$ cat config.mk
export PLATFORM = sky130hd
export DESIGN_NAME = servo_feedback_reply_parser_unit
export DESIGN_NICKNAME = d
export VERILOG_FILES = /design/src/rtl/sfrp_pkg.sv /design/src/rtl/sfrp_front.sv /design/src/rtl/sfrp_queue.sv /design/src/rtl/sfrp_back.sv /design/src/rtl/servo_feedback_reply_parser_unit.sv
export SDC_FILE = /design/constraint.sdc
export NUM_CORES = 1
export LEC_CHECK = 0
export BUFFER_PORTS_ARGS = -buffer_cell sky130_fd_sc_hd__buf_2
export CORE_UTILIZATION = 65
export DETAILED_ROUTE_END_ITERATION = 16
export PLACE_DENSITY = 0.84
export SETUP_SLACK_MARGIN = 0.05
export SYNTH_ARGS = -nofsm -noshare
export SYNTH_HDL_FRONTEND = slang
export SYNTH_HIERARCHICAL = 1
export SYNTH_SLANG_ARGS = --single-unit
$ cat constraint.sdc
create_clock -name clk -period 10.76 [get_ports clk]
set_input_delay 0.538 -clock clk [delete_from_list [all_inputs] [get_ports clk]]
set_output_delay 0.538 -clock clk [all_outputs]
set_load 0.05 [all_outputs]
$ cat src/rtl/sfrp_pkg.sv
package sfrp_pkg;

  // Reply framing.
  localparam int unsigned FRAME_BYTES = 12;
  localparam int unsigned DATA_W = 48;
  localparam logic [3:0] FRAME_LEN = 4'd12;
  localparam logic [3:0] LAST_INDEX = 4'd11;
  localparam logic [3:0] IDX_HEADER1 = 4'd0;
  localparam logic [3:0] IDX_HEADER2 = 4'd1;
  localparam logic [3:0] IDX_ID = 4'd2;
  localparam logic [3:0] IDX_LENGTH = 4'd3;
  localparam logic [3:0] IDX_STATE = 4'd4;
  localparam logic [3:0] IDX_DATA_FIRST = 4'd5;
  localparam logic [3:0] IDX_DATA_LAST = 4'd10;

  // Expected byte values.
  localparam logic [7:0] HEADER_BYTE = 8'hFF;
  localparam logic [7:0] LENGTH_BYTE = 8'h08;
  localparam logic [7:0] STATE_BYTE = 8'h00;

  // Sign positions of the decoded fields.
  localparam int unsigned SPEED_SIGN_BIT = 15;
  localparam int unsigned LOAD_SIGN_BIT = 10;

  // Depth of the queue between the parser and the decoder.
  localparam int unsigned JOB_QUEUE_DEPTH = 4;

  // Input item actions.
  localparam logic ACT_BYTE = 1'b0;
  localparam logic ACT_WINDOW_END = 1'b1;

  typedef logic [3:0] count_t;

  typedef enum logic [2:0] {
    ST_OK = 3'd0,
    ST_CHECKSUM = 3'd1,
    ST_SYNTAX = 3'd2,
    ST_TRUNC = 3'd3,
    ST_TIMEOUT = 3'd4
  } status_t;

  // One classified reply handed from the parser to the decoder.
  typedef struct packed {
    status_t status;
    logic [DATA_W-1:0] data;
    logic signed [15:0] offset;
  } job_t;

  // Fill flags of a queue.
  typedef struct packed {
    logic full;
    logic empty;
  } q_flags_t;

endpackage

$ cat src/rtl/sfrp_front.sv
module sfrp_front
  import sfrp_pkg::*;
(
  input  logic               clk,
  input  logic               rst,
  input  logic               accept,
  input  logic               action,
  input  logic [7:0]         rx_byte,
  input  logic [7:0]         expected_id,
  input  logic signed [15:0] cal_offset,
  output logic               job_valid,
  output job_t               job
);

  count_t            byte_count, byte_count_next;
  logic [7:0]        sum_accum, sum_accum_next;
  logic              syntax_ok, syntax_ok_next;
  logic [DATA_W-1:0] data_bytes, data_bytes_next;
  logic              take_byte;

  // Per-byte framing checks and classification of each transaction.
  always_comb begin
    byte_count_next = byte_count;
    sum_accum_next = sum_accum;
    syntax_ok_next = syntax_ok;
    data_bytes_next = data_bytes;
    job_valid = 1'b0;
    job.status = ST_OK;
    job.data = data_bytes;
    job.offset = cal_offset;
    take_byte = accept && (action == ACT_BYTE) && (byte_count < FRAME_LEN);

    if (accept && (action == ACT_WINDOW_END)) begin
      // The window closes: report a short window and start over.
      byte_count_next = '0;
      sum_accum_next = '0;
      syntax_ok_next = 1'b1;
      if (byte_count == '0) begin
        job_valid = 1'b1;
        job.status = ST_TIMEOUT;
      end else if (byte_count < FRAME_LEN) begin
        job_valid = 1'b1;
        job.status = ST_TRUNC;
      end
    end else if (take_byte) begin
      byte_count_next = byte_count + 4'd1;
      if (((byte_count == IDX_HEADER1) || (byte_count == IDX_HEADER2))
          && (rx_byte != HEADER_BYTE)) begin
        syntax_ok_next = 1'b0;
      end
      if ((byte_count == IDX_ID) && (rx_byte != expected_id)) begin
        syntax_ok_next = 1'b0;
      end
      if ((byte_count == IDX_LENGTH) && (rx_byte != LENGTH_BYTE)) begin
        syntax_ok_next = 1'b0;
      end
      if ((byte_count == IDX_STATE) && (rx_byte != STATE_BYTE)) begin
        syntax_ok_next = 1'b0;
      end
      if ((byte_count >= IDX_ID) && (byte_count <= IDX_DATA_LAST)) begin
        sum_accum_next = sum_accum + rx_byte;
      end
      if ((byte_count >= IDX_DATA_FIRST) && (byte_count <= IDX_DATA_LAST)) begin
        data_bytes_next = {data_bytes[DATA_W-9:0], rx_byte};
      end
      // The checksum byte closes the reply; syntax errors win over checksum errors.
      if (byte_count == LAST_INDEX) begin
        job_valid = 1'b1;
        if (!syntax_ok) begin
          job.status = ST_SYNTAX;
        end else if (rx_byte != ~sum_accum) begin
          job.status = ST_CHECKSUM;
        end else begin
          job.status = ST_OK;
        end
      end
    end
  end

  // Parser state.
  always_ff @(posedge clk) begin
    if (rst) begin
      byte_count <= '0;
      sum_accum <= '0;
      syntax_ok <= 1'b1;
    end else begin
      byte_count <= byte_count_next;
      sum_accum <= sum_accum_next;
      syntax_ok <= syntax_ok_next;
    end
  end

  // Captured data bytes need no reset.
  always_ff @(posedge clk) begin
    data_bytes <= data_bytes_next;
  end

endmodule

$ cat src/rtl/sfrp_queue.sv
module sfrp_queue
  import sfrp_pkg::*;
(
  input  logic     clk,
  input  logic     rst,
  input  logic     wr_en,
  input  job_t     wr_data,
  input  logic     rd_en,
  output job_t     rd_data,
  output q_flags_t flags
);

  localparam int unsigned PTR_W = (JOB_QUEUE_DEPTH > 1) ? $clog2(JOB_QUEUE_DEPTH) : 1;
  localparam int unsigned CNT_W = $clog2(JOB_QUEUE_DEPTH + 1);
  localparam logic [PTR_W-1:0] PTR_LAST = PTR_W'(JOB_QUEUE_DEPTH - 1);
  localparam logic [CNT_W-1:0] CNT_FULL = CNT_W'(JOB_QUEUE_DEPTH);

  job_t             entries [JOB_QUEUE_DEPTH];
  logic [PTR_W-1:0] wr_ptr, rd_ptr;
  logic [CNT_W-1:0] count;
  logic             do_wr, do_rd;

  assign flags.full = (count == CNT_FULL);
  assign flags.empty = (count == '0);
  assign do_wr = wr_en && !flags.full;
  assign do_rd = rd_en && !flags.empty;
  assign rd_data = entries[rd_ptr];

  // Pointers and fill count.
  always_ff @(posedge clk) begin
    if (rst) begin
      wr_ptr <= '0;
      rd_ptr <= '0;
      count <= '0;
    end else begin
      if (do_wr) begin
        wr_ptr <= (wr_ptr == PTR_LAST) ? '0 : wr_ptr + 1'b1;
      end
      if (do_rd) begin
        rd_ptr <= (rd_ptr == PTR_LAST) ? '0 : rd_ptr + 1'b1;
      end
      if (do_wr && !do_rd) begin
        count <= count + 1'b1;
      end else if (do_rd && !do_wr) begin
        count <= count - 1'b1;
      end
    end
  end

  // Entry storage.
  always_ff @(posedge clk) begin
    if (do_wr) begin
      entries[wr_ptr] <= wr_data;
    end
  end

endmodule

$ cat src/rtl/sfrp_back.sv
module sfrp_back
  import sfrp_pkg::*;
#(
  parameter int unsigned POSITION_MAX = 1023
) (
  input  logic               clk,
  input  logic               rst,
  input  logic               job_avail,
  input  job_t               job,
  output logic               job_take,
  input  logic               pop,
  output logic               empty,
  output logic [2:0]         status,
  output logic [9:0]         position,
  output logic signed [15:0] speed,
  output logic signed [15:0] load
);

  localparam logic signed [16:0] POS_LIMIT = 17'(POSITION_MAX);

  logic              out_valid;
  logic [15:0]       raw_pos, raw_spd, raw_ld;
  logic signed [16:0] pos_sum, pos_clamped;
  logic [15:0]       spd_dec, ld_dec;
  logic              is_ok;

  assign raw_pos = job.data[47:32];
  assign raw_spd = job.data[31:16];
  assign raw_ld = job.data[15:0];
  assign is_ok = (job.status == ST_OK);

  // Field decode: clamped calibrated position, sign-magnitude speed, load.
  always_comb begin
    pos_sum = {raw_pos[15], raw_pos} + {job.offset[15], job.offset};
    if (pos_sum < 0) begin
      pos_clamped = '0;
    end else if (pos_sum > POS_LIMIT) begin
      pos_clamped = POS_LIMIT;
    end else begin
      pos_clamped = pos_sum;
    end
    if (raw_spd[SPEED_SIGN_BIT]) begin
      spd_dec = 16'd0 - {1'b0, raw_spd[14:0]};
    end else begin
      spd_dec = raw_spd;
    end
    if (raw_ld[LOAD_SIGN_BIT]) begin
      ld_dec = 16'd0 - (raw_ld & ~(16'd1 << LOAD_SIGN_BIT));
    end else begin
      ld_dec = raw_ld;
    end
  end

  // The output register takes a new job whenever it is free or being drained.
  assign job_take = job_avail && (!out_valid || pop);
  assign empty = !out_valid;

  always_ff @(posedge clk) begin
    if (rst) begin
      out_valid <= 1'b0;
    end else if (job_take) begin
      out_valid <= 1'b1;
    end else if (pop) begin
      out_valid <= 1'b0;
    end
  end

  // Result payload; decoded fields are zero unless the reply was good.
  always_ff @(posedge clk) begin
    if (job_take) begin
      status <= job.status;
      position <= is_ok ? pos_clamped[9:0] : '0;
      speed <= is_ok ? $signed(spd_dec) : '0;
      load <= is_ok ? $signed(ld_dec) : '0;
    end
  end

endmodule

$ cat src/rtl/servo_feedback_reply_parser_unit.sv
// A completed reply's job passes through the job queue and then into the output register;
// while the result side stalls it waits in the queue.
// Throughput: one input transaction per cycle while the job queue is not full, set by the
// combinational byte step of the parser and the decode into the output register; a
// four-entry job queue between them absorbs result-side stalls. Synchronous reset clears
// the parser and empties both the job queue and the output register.
module servo_feedback_reply_parser_unit
  import sfrp_pkg::*;
#(
  parameter int unsigned POSITION_MAX = 1023
) (
  input  logic               clk,
  input  logic               rst,
  input  logic               push,
  output logic               full,
  input  logic               action,
  input  logic [7:0]         rx_byte,
  input  logic [7:0]         expected_id,
  input  logic signed [15:0] cal_offset,
  output logic               empty,
  input  logic               pop,
  output logic [2:0]         status,
  output logic [9:0]         position,
  output logic signed [15:0] speed,
  output logic signed [15:0] load
);

  logic     accept;
  logic     job_valid;
  job_t     job_in;
  job_t     job_out;
  q_flags_t mid_flags;
  logic     mid_pop;

  assign full = mid_flags.full;
  assign accept = push && !mid_flags.full;

  // Front: byte framing, checks and classification.
  sfrp_front u_front (
    .clk        (clk),
    .rst        (rst),
    .accept     (accept),
    .action     (action),
    .rx_byte    (rx_byte),
    .expected_id(expected_id),
    .cal_offset (cal_offset),
    .job_valid  (job_valid),
    .job        (job_in)
  );

  // Job queue between the parser and the decoder.
  sfrp_queue u_queue (
    .clk    (clk),
    .rst    (rst),
    .wr_en  (job_valid),
    .wr_data(job_in),
    .rd_en  (mid_pop),
    .rd_data(job_out),
    .flags  (mid_flags)
  );

  // Back: field decode and result register.
  sfrp_back #(
    .POSITION_MAX(POSITION_MAX)
  ) u_back (
    .clk      (clk),
    .rst      (rst),
    .job_avail(!mid_flags.empty),
    .job      (job_out),
    .job_take (mid_pop),
    .pop      (pop),
    .empty    (empty),
    .status   (status),
    .position (position),
    .speed    (speed),
    .load     (load)
  );

  // A failed or short reply never carries decoded fields.
  assert property (@(posedge clk) disable iff (rst)
    (!empty && (status != ST_OK)) |-> ((position == '0) && (speed == '0) && (load == '0)))
    else $error("non-ok result carries nonzero fields");

  // The decoder only takes jobs that are in the queue.
  assert property (@(posedge clk) disable iff (rst) mid_pop |-> !mid_flags.empty)
    else $error("job taken from an empty queue");

  // Reset leaves both sides empty.
  assert property (@(posedge clk) (!rst && $past(rst)) |-> (empty && !full))
    else $error("queues not empty after reset");

endmodule
* Word-level counts from Yosys, hierarchy flattened *
Memories as Yosys holds them, arrays and structs flattened. A register that Yosys moved wholly into a read port is not among the register bits.
Index checks and enable logic that the tools add are counted.
Widths: inputs -> output; s select.

operators by class
  $add $sub $neg = 9
  multiply operators = 0
  div/mod/pow operators = 0
  $lt $le $gt $ge = 6
  eq/ne operators = 12
  shift-type cells = 0
  mux-type cells = 29
  bitwise gates (word level) = 4
  reduce and logical (&&, ||, !) cells = 36

operators by type and width
  operator               number
  $mux 3                 7
  $add 16x16->17         1
  $gt 17x11->1 const B   1
  $lt 17x1->1 const B    1
  $mux 16                1
  $ne 8x8->1             2
  $sub 1x15->16 const A  1
  $sub 1x16->16 const A  1
  $logic_and 1x1->1      15
  $mux 15                1
  $mux 1                 14
  $mux 10                1
  $mux 2                 5
  $add 8x8->8            1
  $eq 4x2->1 const B     2
  $ne 8x4->1 const B     1
  $ne 8x8->1 const B     1
  $not 8->8              1
  $reduce_and 2->1       4
  $reduce_bool 8->1      1
  $logic_not 3->1        2
  $logic_not 1->1        5
  $add 2x1->2 const B    2
  $add 4x1->4 const B    1
  18 further kinds       24

word-level totals
  register bits after elaboration = 114
  latch bits = 0
  memory bits (writable) = 268
  bits in read-only memories = 0
  input bits = 37
  output and inout port bits = 47
  memories kept = 1

memories
  name             words  width  read ports  clocked after memory_dff  wr ports  line              source
  u_queue.entries  4      67     1           1                         1         sfrp_queue.sv:18  job_t entries [JOB_QUEUE_DEPTH];

* Longest topological paths before layout *
Gate-level depths: netlist of the first run.

  depth in word-level cells = 12
  gate-level depth with buffers = 14
  depth with buffers taken out = 13

* Hierarchy *
The synthesis of the first run kept the hierarchy.

modules (own cells, without submodules)
  module                            instances  cells an instance  area an instance (µm²)  seq. area each (µm²)
  sfrp_queue                        1          400                10172.3                 8227.9
  sfrp_back                         1          298                3031.7                  1371.3
  sfrp_front                        1          200                2685.1                  1701.6
  servo_feedback_reply_parser_unit  1          2                  17.5                    0.0

* Least setup slack after synthesis of the first run *
OpenSTA, ideal clock, no wires.

  kind = input port to flip-flop
  from = input pop
  to = register u_queue.count[2]
  setup time = 70 ps
  arrival time = 5746 ps
  required time = 10690 ps
  path slack = 4944 ps
  cell stages on the path = 9
  path buffers = 0
  cells stage by stage = inv_1 > a21boi_0 > o31ai_1 > ha_1 > inv_1 > fa_1 > xor2_1 > or3_1 > a21oi_1

on the way
  longest elaborated chain between the ends = 6
  elaborated cells on any way between the ends = 8
  classes of those cells = mux: 1; reduce/logical: 7

ends and longest elaborated chain
  item                                                line                                    source
  start, declared                                     servo_feedback_reply_parser_unit.sv:21  input logic pop,
  $logic_or 1x1->1 *                                  sfrp_back.sv:55                         assign job_take = job_avail && (!out_valid || pop);
  $logic_and 1x1->1 *                                 sfrp_back.sv:55
  via mid_pop                                         servo_feedback_reply_parser_unit.sv:33  logic mid_pop;
  $logic_and 1x1->1 *                                 sfrp_queue.sv:26                        assign do_rd = rd_en && !flags.empty;
  $logic_not 1->1                                     sfrp_queue.sv:42                        if (do_wr && !do_rd) begin
  $logic_and 1x1->1                                   sfrp_queue.sv:42
  $mux 3 / $reduce_bool 2->1 (equally long branches)  -
  end signal, assigned                                sfrp_queue.sv:43                        count <= count + 1'b1;
  end signal, assigned                                sfrp_queue.sv:45                        count <= count - 1'b1;
  end, declared                                       sfrp_queue.sv:20                        logic [CNT_W-1:0] count;

Mark *: on every way through the listed nets, which the timed path passes. The rest lies on a longest branch.
A chain may end at the register's enable or synchronous reset.

==> impl_metrics.env, run 1 <==
export IMPL_worstSetupPathType="reg -> reg"
export IMPL_required_ns=11.14
export IMPL_hold_viol_final=0
export IMPL_critPathSlowestCell="dfxtp_2"
export IMPL_finClkSkew_ns=0.00905
export IMPL_power_frac_seq_pct=39.7
export IMPL_busiest_layer="met2"
export IMPL_coreArea_um2=23800
export IMPL_clkSinkCount=384
export IMPL_swShare_pct=34.1
export IMPL_cts_hold_buf=0
export IMPL_cp_num_cells=12
export IMPL_cts_resized_gates=0
export IMPL_power_switching_mw=1.63
export IMPL_regToRegEndpoint="u_back/position[6]"
export IMPL_grt_overflow=0
export IMPL_critical_path_top_delay_family="compound AO/OA/AOI/OAI gates"
export IMPL_htreeDepth=2
export IMPL_area_growth_pct=11.6
export IMPL_drtIter0Drc=662
export IMPL_hold_path_class="in -> reg"
export IMPL_ys_seq_area_share_pct=71.0
export IMPL_maxSlewViolCount=0
export IMPL_antenna_found_initial=1
export IMPL_dr_pass1_iters=5
export IMPL_cts_tree="yes"
export IMPL_crit_buf_inv=2
export IMPL_gp_congestion=0.868
export IMPL_drive_above_1_share_pct=23.3
export IMPL_synth_edf_count=361
export IMPL_r2r_slack_ns=5.96
export IMPL_grt_pass1_wl_mm=47.1
export IMPL_clk_path_buf_depth=3
export IMPL_combinationalPowerShare_pct=32.6
export IMPL_clock_fmax_mhz=209
export IMPL_worst_hold_startpoint="cal_offset[13]"
export IMPL_synth_seq_cells=384
export IMPL_die_area_um2=25100
export IMPL_status="finished, final reports clean"
export IMPL_whs_ns=0.240
export IMPL_nFillCells=1350
export IMPL_crit_chain="buf_4 -> mux4_2 -> ha_1 -> inv_1 -> fa_1 -> nand2b_1 -> a21oi_1 -> nor2_1 -> o311ai_1 -> a41oi_1 -> a221oi_2 -> o31a_1"
export IMPL_netlist_instances=900
export IMPL_synth_ff_type="edfxtp_1"
export IMPL_synth_cell_types=62
export IMPL_wire_per_inst_um=22.7
export IMPL_numCtsBuffers=39
export IMPL_start_kind="register"
export IMPL_grtUsageTotal_pct=25.7
export IMPL_grtUsageMet2_pct=45.1
export IMPL_rows=56
export IMPL_slowest_delay_ns=0.96
export IMPL_synthesis_nets=975
export IMPL_min_to="u_queue/entries[2][13]"
export IMPL_pin_count=84
export IMPL_async_flop_share_pct=0
export IMPL_worstHoldPathCells=1
export IMPL_antenna_left=0
export IMPL_clkPwrFrac_pct=27.7
export IMPL_fp_dieW_um=158
export IMPL_finalNetCount=1063
export IMPL_setup_tns_ns=0
export IMPL_grt_pass1_vias=8506
export IMPL_avgSynthCellArea_um2=17.7
export IMPL_die_h_um=158
export IMPL_max_cap_violations=0
export IMPL_r2r_cells=12
export IMPL_cts_root_buffer="clkbuf_16"
export IMPL_routed_wl_mm=30.4
export IMPL_grt_max_degree=68
export IMPL_clk_pin_slew_ns=0.06
export IMPL_grt_use_met1_pct=33.1
export IMPL_port_buffers=83
export IMPL_tightest_slew_ns=1.06
export IMPL_vias_per_cell=6.21
export IMPL_cp_arrival_ns=5.18
export IMPL_hpwl_mm=17.1
export IMPL_vias=8314
export IMPL_initial_core_util_pct=67.0
export IMPL_power_density_nw_per_um2=269
export IMPL_leakage_nw=6.08
export IMPL_relSlewSlack_pct=29.4
export IMPL_drc=0
export IMPL_p_int_mw=3.14
export IMPL_postCtsSetupBuffers=0
export IMPL_clk_latency_ns=0.51
export IMPL_finalCriticalPeriod_ns=4.80
export IMPL_dp_cells=1266
export IMPL_rsz0062_at_grt="no"
export IMPL_fin_cells=1338
export IMPL_fin_crit_sh_pct=44.6
export IMPL_vdd_ir_drop_max_uv=271
export IMPL_synth_area_um2=15900
export IMPL_worstPathMaxFanout=36
export IMPL_yosys_warnings=6
export IMPL_met3_usage_pct=4.08
export IMPL_setup_violations=0
export IMPL_critPathCaptureType="register"
## cells by family (layout without fill, tap and decap cells)
logic type                 after synthesis  count (layout)  share of synthesized area, %
and+or+nand+nor                        165             165                          5.22
xor gates and xnor gates                53              53                          2.92
buffers and inverters                   73             191                          2.77
other                                    0               1                             0
AOI/OAI and AO/OA                      106             106                          4.54
muxes                                   81              81                          10.4
DFF                                    384             384                          71.0
adders and majority gates               38              38                          3.13
## how the worst max path moves through the flow
stage,from,end
2_1_floorplan,pop,u_queue/count[2]
3_3_place_gp,register,u_back/position[2]
3_5_place_dp,register,u_back/position[6]
4_1_cts,register,u_back/position[6]
5_1_grt,register,u_back/position[6]
6_report,register,u_back/position[6]
## per-stage QoR
stage / area (um^2) / util [%] / setup WS, ns / total power, mW
detailed placement: 16500 / 69.4 / 6.00 / 3.44
global route: 17700 / 74.7 / 5.55 / 4.97
CTS: 17700 / 74.7 / 5.90 / 4.79
floorplan: 15900 / - / 4.94 / 3.15
finish: 17700 / 74.7 / 5.96 / 4.77
global placement: 16500 / 69.4 / 6.12 / 3.41
## power by group through the flow
stage	Sequential (mW)	Clock [mW]	Combinational (mW)
2_1_floorplan	2.21	0	0.945
6_report	1.89	1.32	1.55
5_1_grt	1.91	1.39	1.67
4_1_cts	1.90	1.34	1.55
3_3_place_gp	1.92	0	1.49
3_5_place_dp	1.92	0	1.51
## registers in the layout (all words and copies together), names as in the netlist, 2 cells and up, named ones only
signal / count
u_queue/entries: 268
u_front/data_bytes: 48
u_back/load: 16
u_back/speed: 16
u_back/position: 10
u_front/sum_accum: 8
u_front/byte_count: 4
u_back/status: 3
u_queue/count: 3
u_queue/rd_ptr: 2
u_queue/wr_ptr: 2
## cell usage after synthesis, types with 13 or more instances
| cell | number | area share [%] |
|---|---|---|
| xnor2_1 | 30 | 1.7 |
| ha_1 | 35 | 2.8 |
| inv_1 | 26 | 0.61 |
| xor2_1 | 23 | 1.3 |
| mux4_2 | 67 | 9.5 |
| nand2_1 | 29 | 0.68 |
| edfxtp_1 | 361 | 68 |
| mux2i_1 | 13 | 0.82 |
| nor2_1 | 62 | 1.5 |
| buf_4 | 19 | 0.90 |
| dfxtp_1 | 23 | 2.9 |
| a21oi_1 | 28 | 0.88 |
## layout by cell type, fill, tap and decap left out, types with 5 or more instances in the layout
master	synthesis	layout
clkbuf_16	0	41
mux4_2	67	67
o21ai_0	11	11
nand3_1	12	12
o31ai_1	10	10
nand2_1	29	29
nor3_1	8	8
or3_1	6	6
clkbuf_1	10	10
a21o_1	6	6
clkinv_1	0	6
xor2_1	23	23
o21ai_1	9	9
dfxtp_1	23	21
nand2b_1	8	8
a21oi_1	28	28
edfxtp_1	361	361
ha_1	35	35
nor2_1	62	62
inv_1	26	26
a31oi_1	6	6
o31a_1	10	10
clkinv_2	0	5
xnor2_1	30	30
buf_2	6	83
buf_4	19	9
nand4_1	8	8
nor2b_1	5	5
mux2i_1	13	13
## layout make-up
| class | count | area (um^2) | share of cell area, % |
|---|---|---|---|
| inverter | 28 | 105 | 0.592 |
| tap | 319 | 399 | 2.25 |
| clock inverter | 18 | 171 | 0.966 |
| antenna | 1 | 2.50 | 0.0141 |
| multi-input combinational | 443 | 4190 | 23.6 |
| timing repair buffer | 92 | 483 | 2.72 |
| sequential | 384 | 11300 | 63.7 |
| clock buffer | 53 | 1090 | 6.15 |
## layer usage
metal | vias to the layer above | part of all wire [%] | wire [um]
met3 | 46 | 6.6 | 2020
li1 | 3714 | - | -
met1 | 4199 | 39 | 11900
met5 | - | 0 | 0
met4 | 0 | 1.9 | 585
met2 | 355 | 52 | 16000
(Power assumes the default switching activity.)
==> run 2, diff against run 1 <==
CORE_UTILIZATION = 61   (was 65)
PLACE_DENSITY = 0.8   (was 0.84)
clock period = 4.69 ns   (was 10.76 ns; I/O delays follow)
==> impl_metrics.env, run 2 (synthesis gave the netlist of run 1 again) <==
export IMPL_status="finished, final reports clean"
export IMPL_finalNetCount=1092
export IMPL_rows=58
export IMPL_antenna_left=0
export IMPL_reg_top3="u_queue/entries: 268 flops, u_front/data_bytes: 48 flops"
export IMPL_die_area_um2=26700
export IMPL_dr_pass1_iters=5
export IMPL_nFillCells=1579
export IMPL_finalCriticalPeriod_ns=4.10
export IMPL_max_cap_violations=0
export IMPL_vdd_ir_drop_max_uv=502
export IMPL_gp_congestion=0.879
export IMPL_coreArea_um2=25400
export IMPL_numCtsBuffers=39
export IMPL_clk_pin_slew_ns=0.06
export IMPL_maxSlewViolCount=0
export IMPL_grt_pass1_vias=8517
export IMPL_finClkSkew_ns=0.0243
export IMPL_required_ns=4.94
export IMPL_vias=8328
export IMPL_drive_above_1_share_pct=24.4
export IMPL_power_density_nw_per_um2=613
export IMPL_power_total_mw=11.1
export IMPL_antenna_found_initial=0
export IMPL_htreeDepth=2
export IMPL_fin_ws_ns=0.591
export IMPL_grt_max_degree=68
export IMPL_whs_ns=0.0226
export IMPL_rsz0062_at_grt="no"
export IMPL_leakage_nw=6.25
export IMPL_die_h_um=163
export IMPL_grt_pass1_wl_mm=47.0
export IMPL_hold_viol_final=0
export IMPL_fin_util_pct=71.3
export IMPL_start_kind="register"
export IMPL_drc=0
export IMPL_grtUsageTotal_pct=23.7
export IMPL_worstPathMaxFanout=21
export IMPL_mostFrequentLayoutCells="edfxtp_1, buf_2, mux4_2, nor2_1, clkbuf_16"
export IMPL_design_area_um2=18100
export IMPL_place_ws_ns=0.789
export IMPL_critPathCaptureType="register"
export IMPL_postPlaceCellArea_um2=16600
export IMPL_routed_wl_mm=30.4
export IMPL_relSlewSlack_pct=30.3
export IMPL_grt_overflow=0
export IMPL_clk_path_buf_depth=3
export IMPL_top_register="u_queue/entries"
export IMPL_drtIter0Drc=691
export IMPL_clkSinkCount=384
export IMPL_pin_count=84
export IMPL_port_buffers=83
export IMPL_hold_path_class="in -> reg"
export IMPL_area_growth_pct=13.8
export IMPL_postCtsSetupBuffers=0
export IMPL_wire_per_inst_um=22.1
export IMPL_initial_core_util_pct=62.6
export IMPL_clk_latency_ns=0.52
export IMPL_largest_register_ffs=268
export IMPL_fp_dieW_um=163
export IMPL_hpwl_mm=18.4
export IMPL_layout_commonest_cell="edfxtp_1"
export IMPL_tightest_slew_ns=1.05
export IMPL_worstSetupPathType="reg -> reg"
export IMPL_setup_tns_ns=0
export IMPL_fin_cells=1376
export IMPL_dp_cells=1288
export IMPL_diodes=0
export IMPL_setup_violations=0
export IMPL_cts_tree="yes"
export IMPL_vias_per_cell=6.05
export IMPL_cts_root_buffer="clkbuf_16"
export IMPL_cp_arrival_ns=4.35
export IMPL_fin_crit_sh_pct=87.4
export IMPL_clock_fmax_mhz=244
[run 2: cell types whose count changed in the layout (fill, tap and decap cells not counted), sizes merged]
cell	delta
clkinvlp	+2
buf	+11
diode	-1
clkinv	+2
clkbuf	-7
dlygate4sd3	+18
bufinv	+2
[run 2: critical path, cell delays in order, from the launching register on]
cell,delay (ns)
dfxtp_4,0.51
buf_12,0.25
buf_4,0.27
mux4_2,0.54
ha_1,0.43
o21ai_0,0.26
nor2_1,0.08
a211oi_1,0.28
o31ai_1,0.15
mux2i_1,0.16
nand4_1,0.42
o31a_1,0.45
[run 2: where the power goes]
group          internal [mW]  switching (mW)  total [mW]
sequential              4.17           0.145        4.31
clock                   1.90            1.24        3.14
combinational           1.29            2.35        3.64
[run 2: metal layers]
layer	share of wire (%)	track usage, %	up-vias	routed length (um)
li1	-	-	3771	-
met1	41	31.0	4169	12400
met2	51	40.6	328	15500
met3	6.0	3.81	60	1820
met4	2.3	8.00	0	686
met5	0	0	-	0
[run 2: worst paths after layout]
kind / startpoint / endpoint / slack (ns) / depth (start not counted)
worst max-delay path: register / u_back/position[8] / 0.59 / 11
worst min-delay path: rx_byte[4] / u_front/data_bytes[4] / 0.02 / 1
worst max register to register: register / u_back/position[8] / 0.59 / 11
worst min register to register: u_front/sum_accum[6] / u_front/sum_accum[6] / 0.48 / 2
[run 2: timing repair]
action                                  in CTS  in global routing
hold endpoints to repair                    66                  0
resized for setup                            0                  0
endpoints found under the setup margin       0                  0
hold buffers                                18                  0
[run 2: layout make-up]
type	count	area [um^2]	share of cell area [%]
tap	330	413	2.28
clock inverter	24	253	1.40
timing repair buffer	121	771	4.26
sequential	384	11300	62.4
clock buffer	46	1060	5.88
multi-input combinational	443	4190	23.2
inverter	28	105	0.581
==> run 3, diff against run 2 <==
CTS_BUF_LIST = sky130_fd_sc_hd__clkbuf_4 sky130_fd_sc_hd__clkbuf_8 sky130_fd_sc_hd__clkbuf_16   (was unset)
==> impl_metrics.env, run 3 (synthesis gave the netlist of run 1 again) <==
export IMPL_wire_per_inst_um=22.1
export IMPL_ff_latch_area_um2=11300
export IMPL_dr_pass1_iters=6
export IMPL_design_area_um2=18100
export IMPL_layout_commonest_cell="edfxtp_1"
export IMPL_top_register="u_queue/entries"
export IMPL_reg_top3="u_queue/entries: 268 flops, u_front/data_bytes: 48 flops"
export IMPL_nFillCells=1573
export IMPL_critical_path_top_delay_family="compound AO/OA/AOI/OAI gates"
export IMPL_vias=8330
export IMPL_tightest_slew_ns=1.04
export IMPL_largest_register_ffs=268
export IMPL_slowest_delay_ns=0.54
export IMPL_port_buffers=83
export IMPL_crit_buf_inv=2
export IMPL_htreeDepth=2
export IMPL_clk_latency_ns=0.52
export IMPL_cts_hold_buf=18
export IMPL_max_cap_violations=0
export IMPL_cp_arrival_ns=4.37
export IMPL_worstSetupPathType="reg -> reg"
export IMPL_vias_per_cell=6.05
export IMPL_drive_above_1_share_pct=24.7
export IMPL_fp_dieW_um=163
export IMPL_clk_pin_slew_ns=0.06
export IMPL_hpwl_mm=18.4
export IMPL_gp_congestion=0.879
export IMPL_die_h_um=163
export IMPL_setup_violations=0
export IMPL_multi_input_comb_area_um2=4190
export IMPL_cts_resized_gates=0
export IMPL_drtIter0Drc=698
export IMPL_setup_tns_ns=0
export IMPL_rsz0062_at_grt="no"
export IMPL_die_area_um2=26700
export IMPL_coreArea_um2=25400
export IMPL_leakage_nw=6.26
export IMPL_postCtsSetupBuffers=0
export IMPL_clkSinkCount=384
export IMPL_cts_tree="yes"
export IMPL_diodes=0
export IMPL_hold_path_class="in -> reg"
export IMPL_relSlewSlack_pct=30.4
export IMPL_finClkSkew_ns=0.0243
export IMPL_routed_wl_mm=30.4
export IMPL_pin_count=84
export IMPL_fin_crit_sh_pct=87.6
export IMPL_drc=0
export IMPL_initial_core_util_pct=62.6
export IMPL_mostFrequentLayoutCells="edfxtp_1, buf_2, mux4_2, nor2_1, clkbuf_16"
export IMPL_power_density_nw_per_um2=614
export IMPL_area_growth_pct=13.9
export IMPL_worstPathMaxFanout=21
export IMPL_grt_pass1_wl_mm=46.9
export IMPL_vdd_ir_drop_max_uv=502
export IMPL_antenna_found_initial=0
export IMPL_maxSlewViolCount=0
export IMPL_grt_max_degree=68
export IMPL_antenna_left=0
export IMPL_finalCriticalPeriod_ns=4.11
export IMPL_numCtsBuffers=39
export IMPL_start_kind="register"
export IMPL_clock_fmax_mhz=243
export IMPL_cts_root_buffer="clkbuf_16"
export IMPL_finalNetCount=1092
export IMPL_hold_viol_final=0
export IMPL_crit_chain="buf_12 -> buf_4 -> mux4_2 -> ha_1 -> o21ai_0 -> nor2_1 -> a211oi_1 -> o31ai_1 -> mux2i_1 -> nand4_1 -> o31a_1"
export IMPL_grt_overflow=0
export IMPL_critPathSlowestCell="mux4_2"
export IMPL_postPlaceCellArea_um2=16600
export IMPL_required_ns=4.95
export IMPL_clk_path_buf_depth=3
export IMPL_grt_pass1_vias=8506
export IMPL_rows=58
export IMPL_grtUsageTotal_pct=23.7
export IMPL_critPathCaptureType="register"
export IMPL_whs_ns=0.0239
export IMPL_status="finished, final reports clean"
run 3: final cells by class:
| class | count | area share, % |
|---|---|---|
| Sequential cell | 384 | 62.4 |
| Multi-Input combinational cell | 443 | 23.1 |
| Clock buffer | 46 | 5.94 |
| Timing Repair Buffer | 121 | 4.25 |
| Tap cell | 330 | 2.28 |
| Clock inverter | 24 | 1.40 |
| Inverter | 28 | 0.580 |
run 3: final timing paths:
| check | slack, ns | depth (start not counted) | to | startpoint |
|---|---|---|---|---|
| worst min-delay path | 0.02 | 1 | u_front/data_bytes[6] | rx_byte[6] |
| worst min register to register | 0.48 | 2 | u_front/sum_accum[6] | u_front/sum_accum[6] |
| worst max-delay path | 0.58 | 11 | u_back/position[5] | register |
| worst max register to register | 0.58 | 11 | u_back/position[5] | register |
run 3: where the power goes:
group,internal [mW],total (mW),leakage [nW],switching (mW)
registers,4.17,4.31,3.50,0.146
logic,1.29,3.64,2.11,2.35
clock network,1.92,3.16,0.658,1.24
run 3: worst reg2reg max path, stage by stage (launching register included):
cell      delay, ns
dfxtp_4        0.51
buf_12         0.26
buf_4          0.29
mux4_2         0.54
ha_1           0.43
o21ai_0        0.26
nor2_1         0.08
a211oi_1       0.28
o31ai_1        0.14
mux2i_1        0.16
nand4_1        0.42
o31a_1         0.46
run 3: per-stage QoR:
step           setup WS [ns]  utilization (%)  instances  power [mW]
6_report               0.582             71.3       1376        11.1
5_1_grt                0.384             71.3       1376        11.6
4_1_cts                0.643             71.3       1376        11.1
3_5_place_dp           0.789             65.4       1288        7.94
3_3_place_gp           0.885             65.4       1288        7.87
2_1_floorplan          0.279                -        900        7.23
run 3: routing by layer:
metal | global-route usage (%) | vias to the layer above | part of all wire [%]
met5 | 0 | - | 0
met4 | 8.04 | 0 | 2.4
met3 | 3.78 | 66 | 5.6
met2 | 40.6 | 311 | 51
met1 | 31.0 | 4181 | 41
li1 | - | 3772 | -
